$ cat src/hw/rtl/att_pkg.sv
// Package for the allocation tracking table.
// Holds sizes, operation and status codes, and the controller/datapath structs.
// Depends on nothing; every other RTL file imports it.
`default_nettype none

package att_pkg;

   // Table geometry and field widths.
   localparam int TABLE_DEPTH  = 64;
   localparam int ADDRESS_BITS = 48;
   localparam int SIZE_BITS    = 32;
   localparam int OP_BITS      = 3;
   localparam int STATUS_BITS  = 2;
   localparam int COUNT_BITS   = $clog2(TABLE_DEPTH + 1);

   // Operation codes.
   localparam logic [OP_BITS-1:0] OP_ADD    = 3'd0;
   localparam logic [OP_BITS-1:0] OP_REMOVE = 3'd1;
   localparam logic [OP_BITS-1:0] OP_LOOKUP = 3'd2;
   localparam logic [OP_BITS-1:0] OP_MODIFY = 3'd3;
   localparam logic [OP_BITS-1:0] OP_CLEAR  = 3'd4;

   // Status codes.
   localparam logic [STATUS_BITS-1:0] ST_DONE    = 2'd0;
   localparam logic [STATUS_BITS-1:0] ST_MISS    = 2'd1;
   localparam logic [STATUS_BITS-1:0] ST_FULL    = 2'd2;
   localparam logic [STATUS_BITS-1:0] ST_IGNORED = 2'd3;

   // Commands from the controller to the datapath.
   typedef struct packed {
      logic load;   // capture the accepted item
      logic match;  // register the per-slot compare results
      logic apply;  // commit the operation and load the result
   } att_cmd_type;

   // Status from the datapath to the controller.
   typedef struct packed {
      logic out_busy;  // result register holds an item that is not taken this cycle
   } att_stat_type;

endpackage

`default_nettype wire

$ cat src/hw/rtl/att_ctrl.sv
// Controller for the allocation tracking table.
// Steps each item through capture, compare and commit; drives datapath commands.
// Depends on att_pkg.
`default_nettype none

module att_ctrl (
   input  wire logic                  clock,
   input  wire logic                  reset,
   input  wire logic                  req_valid,
   output logic                       req_ready,
   output att_pkg::att_cmd_type       cmd,
   input  wire att_pkg::att_stat_type stat
);
   import att_pkg::*;

   localparam logic [1:0] S_IDLE  = 2'd0;
   localparam logic [1:0] S_MATCH = 2'd1;
   localparam logic [1:0] S_APPLY = 2'd2;

   logic [1:0] state_ff;
   logic [1:0] state_in;

   // Commands follow directly from the state.
   always_comb begin
      req_ready = (state_ff == S_IDLE);
      cmd.load  = (state_ff == S_IDLE) && req_valid;
      cmd.match = (state_ff == S_MATCH);
      cmd.apply = (state_ff == S_APPLY) && !stat.out_busy;
   end

   // Next state: the commit waits until the result register can take a new item.
   always_comb begin
      state_in = state_ff;
      case (state_ff)
         S_IDLE: begin
            if (req_valid) state_in = S_MATCH;
         end
         S_MATCH: begin
            state_in = S_APPLY;
         end
         S_APPLY: begin
            if (!stat.out_busy) state_in = S_IDLE;
         end
         default: begin
            state_in = S_IDLE;
         end
      endcase
   end

   always_ff @(posedge clock) begin
      if (reset) begin
         state_ff <= S_IDLE;
      end else begin
         state_ff <= state_in;
      end
   end

endmodule

`default_nettype wire

$ cat config.mk
export PLATFORM = sky130hd
export DESIGN_NAME = att_ctrl
export DESIGN_NICKNAME = d
export VERILOG_FILES = /design/src/hw/rtl/att_pkg.sv /design/src/hw/rtl/att_ctrl.sv
export SDC_FILE = /design/constraint.sdc
export NUM_CORES = 1
export LEC_CHECK = 0
export BUFFER_PORTS_ARGS = -buffer_cell sky130_fd_sc_hd__buf_2
export CORE_AREA = 5 5 42 44
export CTS_BUF_LIST = sky130_fd_sc_hd__clkbuf_8
export CTS_CLUSTER_SIZE = 40
export DETAILED_ROUTE_END_ITERATION = 8
export DIE_AREA = 0 0 47 49
export GPL_TIMING_DRIVEN = 1
export PLACE_DENSITY_LB_ADDON = 0.15
export REMOVE_ABC_BUFFERS = 1
export SYNTH_ARGS = -nofsm -noshare
export SYNTH_HDL_FRONTEND = slang
export SYNTH_SLANG_ARGS = --single-unit
$ cat constraint.sdc
create_clock -name clock -period 0.8 [get_ports clock]
set_input_delay 0.08 -clock clock [delete_from_list [all_inputs] [get_ports clock]]
set_output_delay 0.08 -clock clock [all_outputs]
set_load 0.01 [all_outputs]
==> results.md, run 1 <==
Setup path:
- In this run the worst setup path begins at state_ff[0]$_SDFFE_PP0P_.
- The setup slack on the worst flop-to-flop path is roughly 0.04 ns.
- The startpoint identified for the worst register-to-register timing path is state_ff[0]$_SDFFE_PP0P_.
- The type of origin of the critical path is a flop.
- Of all nets on the critical path, the largest fanout is 5.
- The length in cells of the worst reg-to-reg path is 2.
- On the worst path, the slowest cell contributes a delay of roughly 0.35 ns.
- The standard cell with the maximum stage delay on the critical path is sky130_fd_sc_hd__dfxtp_4.
- The arrival time reported for the critical path endpoint is 0.92 ns.
- STA classifies the critical path endpoint as a primary output.
- The end of the critical path is cmd[2].
- In this run the number of cells on the critical path is 2.
- The end of the worst register-to-register path is state_ff[0]$_SDFFE_PP0P_.
- The family with the most delay on the worst path is flip-flops.
- Data on the critical path is required at its endpoint by 0.72 ns.
- The critical path in this run is classified as reg -> out.
- The buffers plus inverters on the worst setup path is 1.
- Walking the worst path, the cells encountered are nor3b_4, buf_2.

Min path:
- The worst hold path was traced through 2 stages.
- The classification of the worst-slack hold path is in -> reg.
- The source of the worst hold timing path is reset.

Route:
- Detailed routing inserted a total of 100 vias.
- In the routed layout, each cell is associated on average with a via count of roughly 2.8.
- The total wire length is 295 um.
- The top layer reached by signal wires is met3.
- The detailed router put a total of 152 um of wire on met1.
- After the first detailed-routing iteration, the DRC count stood at 1.
- The routed length on met3 is 53 um.
- The detail route stage leaves a number of antenna-violating nets equal to 0.
- After detailed routing, the average wire length per cell comes to 8.194 um.
- The number of iterations in the first detailed-routing pass is 2.
- The number of DRC violations after detailed routing is 0.
- Detailed routing placed a total of between 80 and 90 um of wire on met2.

Cells and area:
- In the final layout, the registers with the most flip-flops are state_ff (2).
- Relative to the synthesized area, the layout overhead comes to 121.1%.
- The post-layout net count is 26.
- Measured on the finished design, the core utilization comes to 15.00%.
- The register with the most flip-flops in the layout has 2 of them.
- The count of placed standard cells in the final layout, fillers left out is 36.
- The register with the most flip-flops is state_ff.
- The repair_antennas step left the layout with diodes totalling 0.
- The share of post-route cells with drive strength above 1 is 75.00%.

Floorplanning:
- Once the floorplan was initialized, standard cells occupied between 6 and 7% of the core.
- The die is 47 um wide.
- The die is ~50 um tall.
- The core box area is around 1400 sq um.
- The initialized floorplan defines 14 standard-cell rows.
- The die covers 2303 sq um.
- The I/O pin count is 8.

Global route:
- The overall track demand over capacity in global routing is 3.024%.
- The maximum number of pins on one net before global-route repair is 6.
- The total global routing overflow is 0.
- The first global-routing pass estimated 414 um of wire.
- The initial antenna violation count was 0.
- The number of global-route vias before repair was 101.

Synthesis:
- The register bit total from synthesis is 2.
- The number of distinct library cells after synthesis is 9.
- The synthesized area per cell is roughly 9.5 sq um.
- The count of yosys warnings during synthesis is 0.
- The area of the mapped netlist is 95.09 sq um.
- The cell count after synthesis came out at 10.
- Summing the sequential cell areas from Yosys gives between 40% and 50% of the chip area.

Placed design:
- The half-perimeter wire length after detailed placement is 211.9 um.
- The final weighted congestion in routability-driven placement is 0.7163.
- The number of buffers inserted by port buffering is 7.
- In this run, placement finished with an instance count of 33.

Clock tree:
- TritonCTS built the clock tree.
- In this run the number of H-tree levels came out at 1.
- The CTS buffer count is 3.
- Counting along the longest clock path gives a buffer depth of 2.
- Hold repair after CTS inserted 0 buffers.
- The later pin in the worst-skew pair is clocked with a latency of 0.21 ns.
- The clock edge transition at the registers on the reported setup and hold paths is roughly 0.03 ns.
- CTS saw 2 sinks.
- The cell sitting at the root of the clock tree is a sky130_fd_sc_hd__clkbuf_8.

Pwr:
- The reported leakage power is just under 0.1 nW.
- VDD sags by at most ~0.45 mV.
- Power spread over the standard cell area amounts to 2644 nW/um^2.

Run status:
- The run finished, with violations left.
- The final reports fail on setup timing.

STA:
- The worst-margin pin slew is 0.1559 ns.
- On the final layout, the worst clock skew is 0.0006039 ns.
- The final setup violation count is 4.
- Based on the critical path, the design can be clocked at up to ~1.0 GHz.
- Setup repair after global routing could not meet its margin everywhere.
- Final hold analysis gives a worst-case slack of ~0.029 ns.
- The smallest clock period supported by the final layout is computed as 0.9979 ns.
- The part of the cycle the worst path needs is 124.7%.
- The number of hold violations in the final report came to 0.
- The number of max-slew violations in the final report is 0.
- The worst-case setup margin in the final layout is -0.1979 ns.
- The accumulated negative setup slack is -0.5765 ns.
- The normalized max-slew margin is between 80% and 90%.

Flow run:
- Across the run, the number of max-cap violations was 0.
## how the worst min path moves through the flow
stage / end / slack [ns]
after floorplan: state_ff[1]$_SDFFE_PP0P_ / 0.15
after global placement: state_ff[1]$_SDFFE_PP0P_ / 0.26
after detailed placement: state_ff[1]$_SDFFE_PP0P_ / 0.25
after CTS: state_ff[1]$_SDFFE_PP0P_ / 0.03
after global routing: state_ff[1]$_SDFFE_PP0P_ / 0.05
final: state_ff[1]$_SDFFE_PP0P_ / 0.03
## report_power, final
part	switching [mW]	internal [mW]
combinational	0.0239	0.0310
clock	0.0692	0.317
sequential	0.00982	0.105
total	0.103	0.453
## area by class of cell
cell class / instances / area [sq um]
multi-input combinational: 7 / 62.56
clock buffer: 3 / 41.29
timing repair buffer: 7 / 35.03
fill: 172 / 1191
inverter: 1 / 3.754
tap: 16 / 20.02
sequential: 2 / 47.55
## cells in the mapped netlist
cell                       number  area share, %
sky130_fd_sc_hd__nor3b_2        1             13
sky130_fd_sc_hd__nor3b_1        1            7.9
sky130_fd_sc_hd__and2b_2        1            9.2
sky130_fd_sc_hd__inv_1          1            3.9
sky130_fd_sc_hd__a21oi_1        1            5.3
sky130_fd_sc_hd__dfxtp_1        2             42
sky130_fd_sc_hd__nand3b_1       1            7.9
sky130_fd_sc_hd__nand2b_1       1            6.6
sky130_fd_sc_hd__nor2_1         1            3.9
## layer usage
metal	global-route usage, %	vias to the layer above
met4	4.147	0
met2	1.584	8
li1	-	53
met5	0	-
met3	3.321	0
met1	3.939	39
## placed cells by master, fill, tap and decap left out
cell / count
sky130_fd_sc_hd__buf_2: 7
sky130_fd_sc_hd__nor3b_2: 1
sky130_fd_sc_hd__inv_1: 1
sky130_fd_sc_hd__nand3b_1: 1
sky130_fd_sc_hd__clkbuf_8: 3
sky130_fd_sc_hd__nor3b_4: 1
sky130_fd_sc_hd__a21oi_1: 1
sky130_fd_sc_hd__dfxtp_4: 2
sky130_fd_sc_hd__nor2_1: 1
sky130_fd_sc_hd__and2b_2: 1
sky130_fd_sc_hd__nand2b_1: 1
## stage by stage
stage	power, mW	cell area, sq um	setup WS [ns]
2_1_floorplan	0.1406	95.09	-0.01432
3_3_place_gp	0.1652	150.1	0.008741
3_5_place_dp	0.1656	150.1	0.005223
4_1_cts	0.5696	193.9	-0.1981
5_1_grt	0.5880	210.2	-0.2326
6_report	0.5559	210.2	-0.1979
## logic make-up after synthesis
| logic type | after synthesis | synth area share, % |
|---|---|---|
| buffers and inverters | 1 | 3.944 |
| DFF | 2 | 42.11 |
| AOI/OAI and AO/OA | 1 | 5.258 |
| and+or+nand+nor | 6 | 48.69 |
## repair_timing
item	in CTS	in global routing
setup buffers	0	0
pin swaps	2	1
setup endpoints to repair	4	4
resized for setup	2	4
Note: power is estimated with default switching activity, not from simulation.
==> inputs of run 2 (changes only) <==
--- a/config.mk
+++ b/config.mk
@@ -5,6 +5,7 @@
 export SDC_FILE = /design/constraint.sdc
 export NUM_CORES = 1
 export LEC_CHECK = 0
+export ABC_AREA = 1
 export BUFFER_PORTS_ARGS = -buffer_cell sky130_fd_sc_hd__buf_2
 export CORE_AREA = 5 5 42 44
 export CTS_BUF_LIST = sky130_fd_sc_hd__clkbuf_8
==> results.md, run 2 <==
Run status:
- The flow ran to the end, but the final reports show violations.
- The checks that failed: setup timing.

STA:
- Setup repair after global routing could not meet its margin everywhere.
- The shortest clock period the worst path allows after layout is 0.9244 ns (-0.07352 ns).
- The part of the cycle the worst path needs is 115.6% (-9.2 points).
- The worst-case setup margin in the final layout is -0.1244 ns (+0.07352 ns).
- The worst setup skew after layout was 0.0006516 ns (+0.00004767 ns).
- The normalized max-slew margin was 90.98% (+1.4 points).
- The number of max-slew violations in the final report is 0 (unchanged).
- The final setup violation count came to 5 (+1).
- The fmax came to 1.082 GHz (+8.0%).
- The number of hold violations in the final report is 0 (unchanged).
- The worst-margin pin slew was 0.1343 ns (-0.02162 ns).
- The accumulated negative setup slack is -0.4788 ns (+0.09768 ns).

Min path:
- The worst hold path depth is 2 (unchanged).
- The classification of the worst-slack hold path is in -> reg.
- The source of the worst hold timing path is reset.

Setup path:
- The arrival time reported for the critical path endpoint is 0.84 ns (-0.08 ns).
- The highest net fanout along the worst path was 3 (-2).
- The length in cells of the worst reg-to-reg path is 5 (+3).
- The critical path startpoint is state_ff[1]$_SDFFE_PP0P_.
- The critical path data required time is 0.72 ns (about the same).
- The worst setup path is captured at a primary output.
- The beginning of the worst register-to-register path is state_ff[0]$_SDFFE_PP0P_.
- The critical path in this run is classified as reg -> out.
- The type of origin of the critical path is a flop.

Global route:
- The initial antenna violation count is 0 (unchanged).
- The total global routing overflow is 0 (unchanged).
- The maximum number of pins on one net before global-route repair came to 4 (-2).
- The overall track demand over capacity in global routing is 3.519% (+0.49 points).
- The global-route wire length before repair was 510 um (+23%).
- The number of global-route vias before repair is 129 (+28%).

Pwr:
- The total power density per cell area is 2583 nW/um^2 (-2.3%).
- The combinational share of power was 13.1% (+3.2 points).
- The worst-case vdd ir drop is 0.5455 mV (+20%).
- The share of total power consumed by net switching came to 19.37% (+0.86 points).
- The relative contribution of the clock network to total power is 67.3% (-2.2 points).
- The reported leakage power is 0.1167 nW (+19%).
- The portion of total power attributed to sequential cells is 19.6% (-1.0 points).
- The net switching power figure was 0.1114 mW (+8.3%).
- The overall power is 0.5753 mW (+3.5%).
- The internal cell power is 0.4639 mW (+2.4%).

Route:
- The detailed-route via count is 127 (+27%).
- The antenna violation net count after detailed routing was 0 (unchanged).
- The number of iterations in the first detailed-routing pass came to 1 (-1).
- The average via count per standard cell is 2.953 (+6.3%).
- The number of DRC violations after detailed routing is 0 (unchanged).
- The DRC marker count from the first detailed-route iteration came to 0 (-1).
- The wire length per cell is 6.837 um (-17%).
- The total wire length was 294 um (-0.34%).

Synthesis:
- The count of yosys warnings during synthesis is 0 (unchanged).
- The area share of the largest cell type after synthesis is 40.51% (-1.6 points).
- The biggest area contributor in the post-synthesis netlist is sky130_fd_sc_hd__dfxtp_1.
- The share of flip-flops with an asynchronous set or reset is 0% (unchanged).
- The synthesized area per cell is 7.060 sq um (-26%).
- The area of the mapped netlist came to 98.85 sq um (+3.9%).
- By instance count, the leading cell after synthesis is sky130_fd_sc_hd__inv_1.
- The number of distinct library cells after synthesis is 9 (unchanged).
- The register bit total from synthesis is 2 (unchanged).
- The flip-flop cell with the highest count after synthesis is sky130_fd_sc_hd__dfxtp_1.
- The number of enable-type register cells in the synthesized netlist was 0 (unchanged).
- The instance count of the mapped netlist is 14 (+4).
- The register area share after synthesis is 40.51% (-1.6 points).
- By area the synthesized netlist is led by sky130_fd_sc_hd__dfxtp_1 41%, sky130_fd_sc_hd__inv_1 15%, sky130_fd_sc_hd__nor3_2 10%, sky130_fd_sc_hd__a21oi_2 8.9%, sky130_fd_sc_hd__nand2_1 7.6%.
- By count the netlist is led by 4 x sky130_fd_sc_hd__inv_1, 2 x sky130_fd_sc_hd__dfxtp_1, 2 x sky130_fd_sc_hd__nand2_1.

Cells and area:
- The end-of-flow core utilization is 15.89% (+0.89 points).
- More flip-flops sit in one register than any other, and that register is state_ff.
- Leaving out fill and tap cells, the most frequent cell in the layout is sky130_fd_sc_hd__buf_2.
- In the layout the commonest cells are 7 x sky130_fd_sc_hd__buf_2, 3 x sky130_fd_sc_hd__inv_1, 3 x sky130_fd_sc_hd__clkbuf_8, 3 x sky130_fd_sc_hd__buf_4.
- The post-layout net count came to 33 (+27%).
- The share of post-route cells with drive strength above 1 came to 74.07% (-0.93 points).
- The antenna diode count is 0 (unchanged).
- Compared with the post-synthesis result, the final layout area differs by 125.3%.
- The largest registers in the layout are state_ff (2).
- The number of flip-flops under the largest register name is 2 (unchanged).

Clock tree:
- The number of levels the H-tree was split into is 1 (unchanged).
- The clock insertion delay at the later pin of the skew report is 0.21 ns (about the same).
- The clock edge transition at the registers on the reported setup and hold paths is 0.03 ns (about the same).
- The count of hold-fix buffers inserted at cts is 0 (unchanged).
- The number of sinks driven by the clock tree is 2 (unchanged).
- The tree is rooted in a sky130_fd_sc_hd__clkbuf_8.
- TritonCTS built the clock tree.
- The CTS buffer count came to 3 (unchanged).
- The maximum clock path buffer count is 2 (unchanged).

Placed design:
- The number of buffers inserted by port buffering is 7 (unchanged).
- The half-perimeter wire length after detailed placement is 216 um (+1.9%).
- The final weighted congestion in routability-driven placement is 0.6069 (-15%).

Floorplanning:
- The starting density of the core is 7.054% (+0.27 points).
- The overall die area is 2303 sq um (unchanged).
- The number of rows created at floorplan is 14 (unchanged).
- The I/O pin count is 8 (unchanged).
- The die height is 49 um (unchanged).
- The core box area is 1401 sq um (unchanged).
- The floorplan die width is 47 um (unchanged).

Flow run:
- The total of max-cap violations is 0 (unchanged).
==> run 2: cell types whose count changed in the layout (fill, tap and decap cells not counted), moves of 2 or more <==
cell / before / now
sky130_fd_sc_hd__buf_4: 0 / 3
sky130_fd_sc_hd__dfxtp_2: 0 / 2
sky130_fd_sc_hd__dfxtp_4: 2 / 0
sky130_fd_sc_hd__inv_1: 1 / 3
sky130_fd_sc_hd__inv_2: 0 / 2
==> run 2: worst max-delay path, cell delays in order, from the launching register on <==
cell                      delay (ns)
sky130_fd_sc_hd__dfxtp_2        0.31
sky130_fd_sc_hd__inv_2          0.06
sky130_fd_sc_hd__nand2_2        0.06
sky130_fd_sc_hd__nor2_1         0.08
sky130_fd_sc_hd__buf_2          0.13
==> run 2: layout make-up <==
type	instances	area, sq um
timing repair buffer	10	57.56
tap	16	20.02
clock buffer	3	41.29
sequential	2	42.54
inverter	5	18.77
fill	172	1179
multi-input combinational	7	42.54
==> run 2: routing by layer <==
| layer | share of wire [%] | vias to the layer above | wire [um] | global-route usage [%] |
|---|---|---|---|---|
| met2 | 27 | 8 | 80 | 2.715 |
| met3 | 21 | 2 | 62 | 4.428 |
| li1 | - | 68 | - | - |
| met5 | 0 | - | 0 | 0 |
| met4 | 2.0 | 0 | 6 | 4.147 |
| met1 | 49 | 49 | 145 | 3.728 |
==> run 2: timing repair <==
action,4_1_cts,5_1_grt
setup buffers,2,1
endpoints found under the setup margin,4,4
gates resized for setup,4,0
pin swaps,1,0
==> run 2: cells by family (layout without fill, tap and decap cells) <==
family                 count (synthesis)  in the layout  synth area share (%)
AOI/OAI and AO/OA                      1              1                 8.862
DFF                                    2              2                 40.51
and+or+nand+nor                        6              6                 31.64
buffers and inverters                  5             18                 18.98
==> run 2: final timing paths <==
path	endpoint	slack, ns
max reg2reg	state_ff[1]$_SDFFE_PP0P_	-0.03
max	cmd[2]	-0.12
min	state_ff[1]$_SDFFE_PP0P_	0.06
min reg2reg	state_ff[1]$_SDFFE_PP0P_	0.49
==> run 2: power groups by stage <==
stage                     Sequential [mW]  Clock, mW  Combinational [mW]
after floorplan                     0.111          0              0.0321
after global placement              0.112          0              0.0578
after detailed placement            0.112          0              0.0581
after CTS                           0.113      0.403              0.0721
after global routing                0.114      0.407              0.0858
final                               0.113      0.387              0.0755
==> run 2: through the flow <==
step	area (sq um)	worst slack (ns)	instances	hold slack (ns)
final	222.7	-0.1244	43	0.05797
after CTS	215.2	-0.1391	42	0.05330
after global placement	153.9	0.04296	37	0.2731
after floorplan	98.84	0.1003	14	0.1424
after global routing	222.7	-0.2030	43	0.06128
after detailed placement	153.9	0.03686	37	0.2778
==> inputs of run 3 (changes only) <==
==> constraint.sdc (replaced) <==
create_clock -name clock -period 0.8 [get_ports clock]
set_input_delay 0.08 -clock clock [delete_from_list [all_inputs] [get_ports clock]]
set_output_delay 0.08 -clock clock [all_outputs]
set_load 0.05 [all_outputs]
==> results.md, run 3 (synthesized netlist as in run 2, its figures left out) <==
Pwr:
- The internal cell power came to 0.4868 mW (+4.9%).
- The reported leakage power was 0.1250 nW (+7.1%).
- The portion of total power attributed to sequential cells is 17.4% (-2.2 points).
- The combinational share of power came to 23.5% (+10 points).
- The net switching power figure came to 0.1702 mW (+53%).
- The share of total power consumed by net switching is 25.90% (+6.5 points).
- The total power density per cell area was 2489 nW/um^2 (-3.7%).
- The worst-case vdd ir drop is 0.8654 mV (+59%).
- The relative contribution of the clock network to total power is 59.1% (-8.2 points).

Route:
- The routed length on met3 is 70 um (+13%).
- The total wire length was 320 um (+8.8%).
- The antenna violation net count after detailed routing was 0 (unchanged).
- The detailed-route via count is 139 (+9.4%).
- The wire length per cell is 7.619 um (+11%).
- The average via count per standard cell is 3.310 (+12%).
- The routed metal-1 wire length is 132 um (-9.0%).
- The highest layer touched by signal routing is met4.
- The number of iterations in the first detailed-routing pass was 4 (+3).
- The DRC marker count from the first detailed-route iteration is 2 (+2).
- The met2 wirelength from detailed routing was 100 um (+25%).
- The number of DRC violations after detailed routing came to 0 (unchanged).

Run status:
- The flow ran to the end, but the final reports show violations.
- The checks that failed: setup timing.

Floorplanning:
- The I/O pin count is 8 (unchanged).
- The die height came to 49 um (unchanged).
- The floorplan die width is 47 um (unchanged).
- The starting density of the core is 7.054% (unchanged).
- The core box area is 1401 sq um (unchanged).
- The overall die area is 2303 sq um (unchanged).
- The number of rows created at floorplan is 14 (unchanged).

Clock tree:
- The CTS buffer count is 3 (unchanged).
- The number of levels the H-tree was split into is 1 (unchanged).
- The CTS tree is done.
- The number of sinks driven by the clock tree is 2 (unchanged).
- Clock tree synthesis selected as its root buffer the cell sky130_fd_sc_hd__clkbuf_8.
- The maximum clock path buffer count is 2 (unchanged).
- The clock edge transition at the registers on the reported setup and hold paths came to 0.03 ns (about the same).
- The clock insertion delay at the later pin of the skew report is 0.21 ns (about the same).

STA:
- The post-route worst hold slack is 0.05048 ns (-0.007488 ns).
- The part of the cycle the worst path needs came to 122.4% (+6.8 points).
- The accumulated negative setup slack is -0.6752 ns (-0.1964 ns).
- The normalized max-slew margin was 89.24% (-1.7 points).
- The shortest clock period the worst path allows after layout is 0.9791 ns (+0.05464 ns).
- The worst-case setup margin in the final layout is -0.1791 ns (-0.05464 ns).
- The final setup violation count is 4 (-1).
- The number of max-slew violations in the final report is 0 (unchanged).
- Setup repair after global routing could not meet its margin everywhere.
- The worst-margin pin slew is 0.1606 ns (+0.02631 ns).
- The worst setup skew after layout is 0.002881 ns (+0.002229 ns).
- The number of hold violations in the final report is 0 (unchanged).
- The fmax is 1.021 GHz (-5.6%).

Setup path:
- Tracing the worst setup path back leads to its startpoint at state_ff[1]$_SDFFE_PP0P_.
- The setup slack on the worst flop-to-flop path is 0.02 ns (+0.05 ns).
- STA classifies the critical path endpoint as a primary output.
- The highest net fanout along the worst path is 3 (unchanged).
- The standard cell with the maximum stage delay on the critical path is sky130_fd_sc_hd__dfxtp_2.
- The length in cells of the worst reg-to-reg path is 4 (-1).
- The end of the critical path is cmd[0].
- The worst register-to-register path ends at state_ff[1]$_SDFFE_PP0P_.
- The startpoint identified for the worst register-to-register timing path is state_ff[1]$_SDFFE_PP0P_.
- The critical path data required time is 0.72 ns (about the same).
- The critical path goes through inv_4, nor3_2, buf_6.
- The type of the worst setup path is reg -> out.
- The largest incremental delay on the critical path is 0.33 ns (+0.02 ns).
- The arrival time reported for the critical path endpoint is 0.90 ns (+0.06 ns).
- The worst setup path is launched from a flop.

Global route:
- The maximum number of pins on one net before global-route repair came to 4 (unchanged).
- The overall track demand over capacity in global routing is 3.935% (+0.42 points).
- The global-route wire length before repair is 565 um (+11%).
- The initial antenna violation count came to 0 (unchanged).
- The number of global-route vias before repair is 130 (+0.78%).
- The total global routing overflow is 0 (unchanged).

Placed design:
- The final weighted congestion in routability-driven placement is 0.6237 (+2.8%).
- The number of buffers inserted by port buffering is 7 (unchanged).
- The post-placement cell count is 38 (+2.7%).

Cells and area:
- The post-layout net count is 32 (-3.0%).
- Ranked by flip-flop count, first place goes to state_ff.
- The antenna diode count is 0 (unchanged).
- The top cell types in the final layout, fill and taps aside, are 3 x sky130_fd_sc_hd__inv_1, 3 x sky130_fd_sc_hd__clkbuf_8, 3 x sky130_fd_sc_hd__buf_2, 3 x sky130_fd_sc_hd__buf_6.
- The end-of-flow core utilization was 18.84% (+2.9 points).
- The largest registers in the layout are state_ff (2).
- The count of placed standard cells in the final layout, fillers left out came to 42 (-2.3%).
- Compared with the post-synthesis result, the final layout area differs by 167.1%.
- The number of flip-flops under the largest register name is 2 (unchanged).
- The share of post-route cells with drive strength above 1 is 80.77% (+6.7 points).

Min path:
- The min-delay analysis places its worst path in the category in -> reg.

Flow run:
- The total of max-cap violations is 0 (unchanged).
run 3: worst min-delay path by stage:
stage | start | endpoint | slack [ns] | depth (start not counted)
floorplan | reset | state_ff[1]$_SDFFE_PP0P_ | 0.14 | 1
global placement | reset | state_ff[1]$_SDFFE_PP0P_ | 0.27 | 2
detailed placement | reset | state_ff[1]$_SDFFE_PP0P_ | 0.27 | 2
CTS | reset | state_ff[1]$_SDFFE_PP0P_ | 0.05 | 2
global route | reset | state_ff[1]$_SDFFE_PP0P_ | 0.06 | 2
finish | reset | state_ff[1]$_SDFFE_PP0P_ | 0.05 | 2
run 3: stage by stage:
| stage | cell area, sq um | power, mW | setup WS, ns |
|---|---|---|---|
| floorplan | 98.84 | 0.1877 | -0.6869 |
| global placement | 161.4 | 0.2186 | -0.08970 |
| detailed placement | 161.4 | 0.2190 | -0.1030 |
| CTS | 250.2 | 0.6567 | -0.2167 |
| global route | 264.0 | 0.6920 | -0.2333 |
| finish | 264.0 | 0.6570 | -0.1791 |
run 3: critical path: cells and delay by family (launching register included):
| kind | cells | cell delay, ns |
|---|---|---|
| and+or+nand+nor | 1 | 0.13 |
| buffers and inverters | 2 | 0.23 |
| DFF | 1 | 0.33 |
run 3: repair_timing:
item / CTS / global route
endpoints found under the hold margin: 0 / 0
hold buffers: 0 / 0
setup endpoints to repair: 4 / 5
gates resized for setup: 16 / 2
setup buffers: 0 / 1
pin swaps: 3 / 2
run 3: power by group through the flow:
stage	combinational [mW]	sequential, mW	clock [mW]
final	0.155	0.114	0.388
after global routing	0.165	0.115	0.412
after CTS	0.143	0.113	0.401
after detailed placement	0.107	0.112	0
after global placement	0.107	0.112	0
after floorplan	0.0764	0.111	0
run 3: area by class of cell:
class	instances	area (sq um)
fill	166	1137
timing repair buffer	9	78.83
multi-input combinational	7	60.06
sequential	2	42.54
clock buffer	3	41.29
inverter	5	21.27
tap	16	20.02
run 3: metal layers:
layer  GRT usage (%)  vias up
li1                -       67
met1           3.930       58
met2           3.394       10
met3           5.166        4
met4           4.147        0
met5               0        -
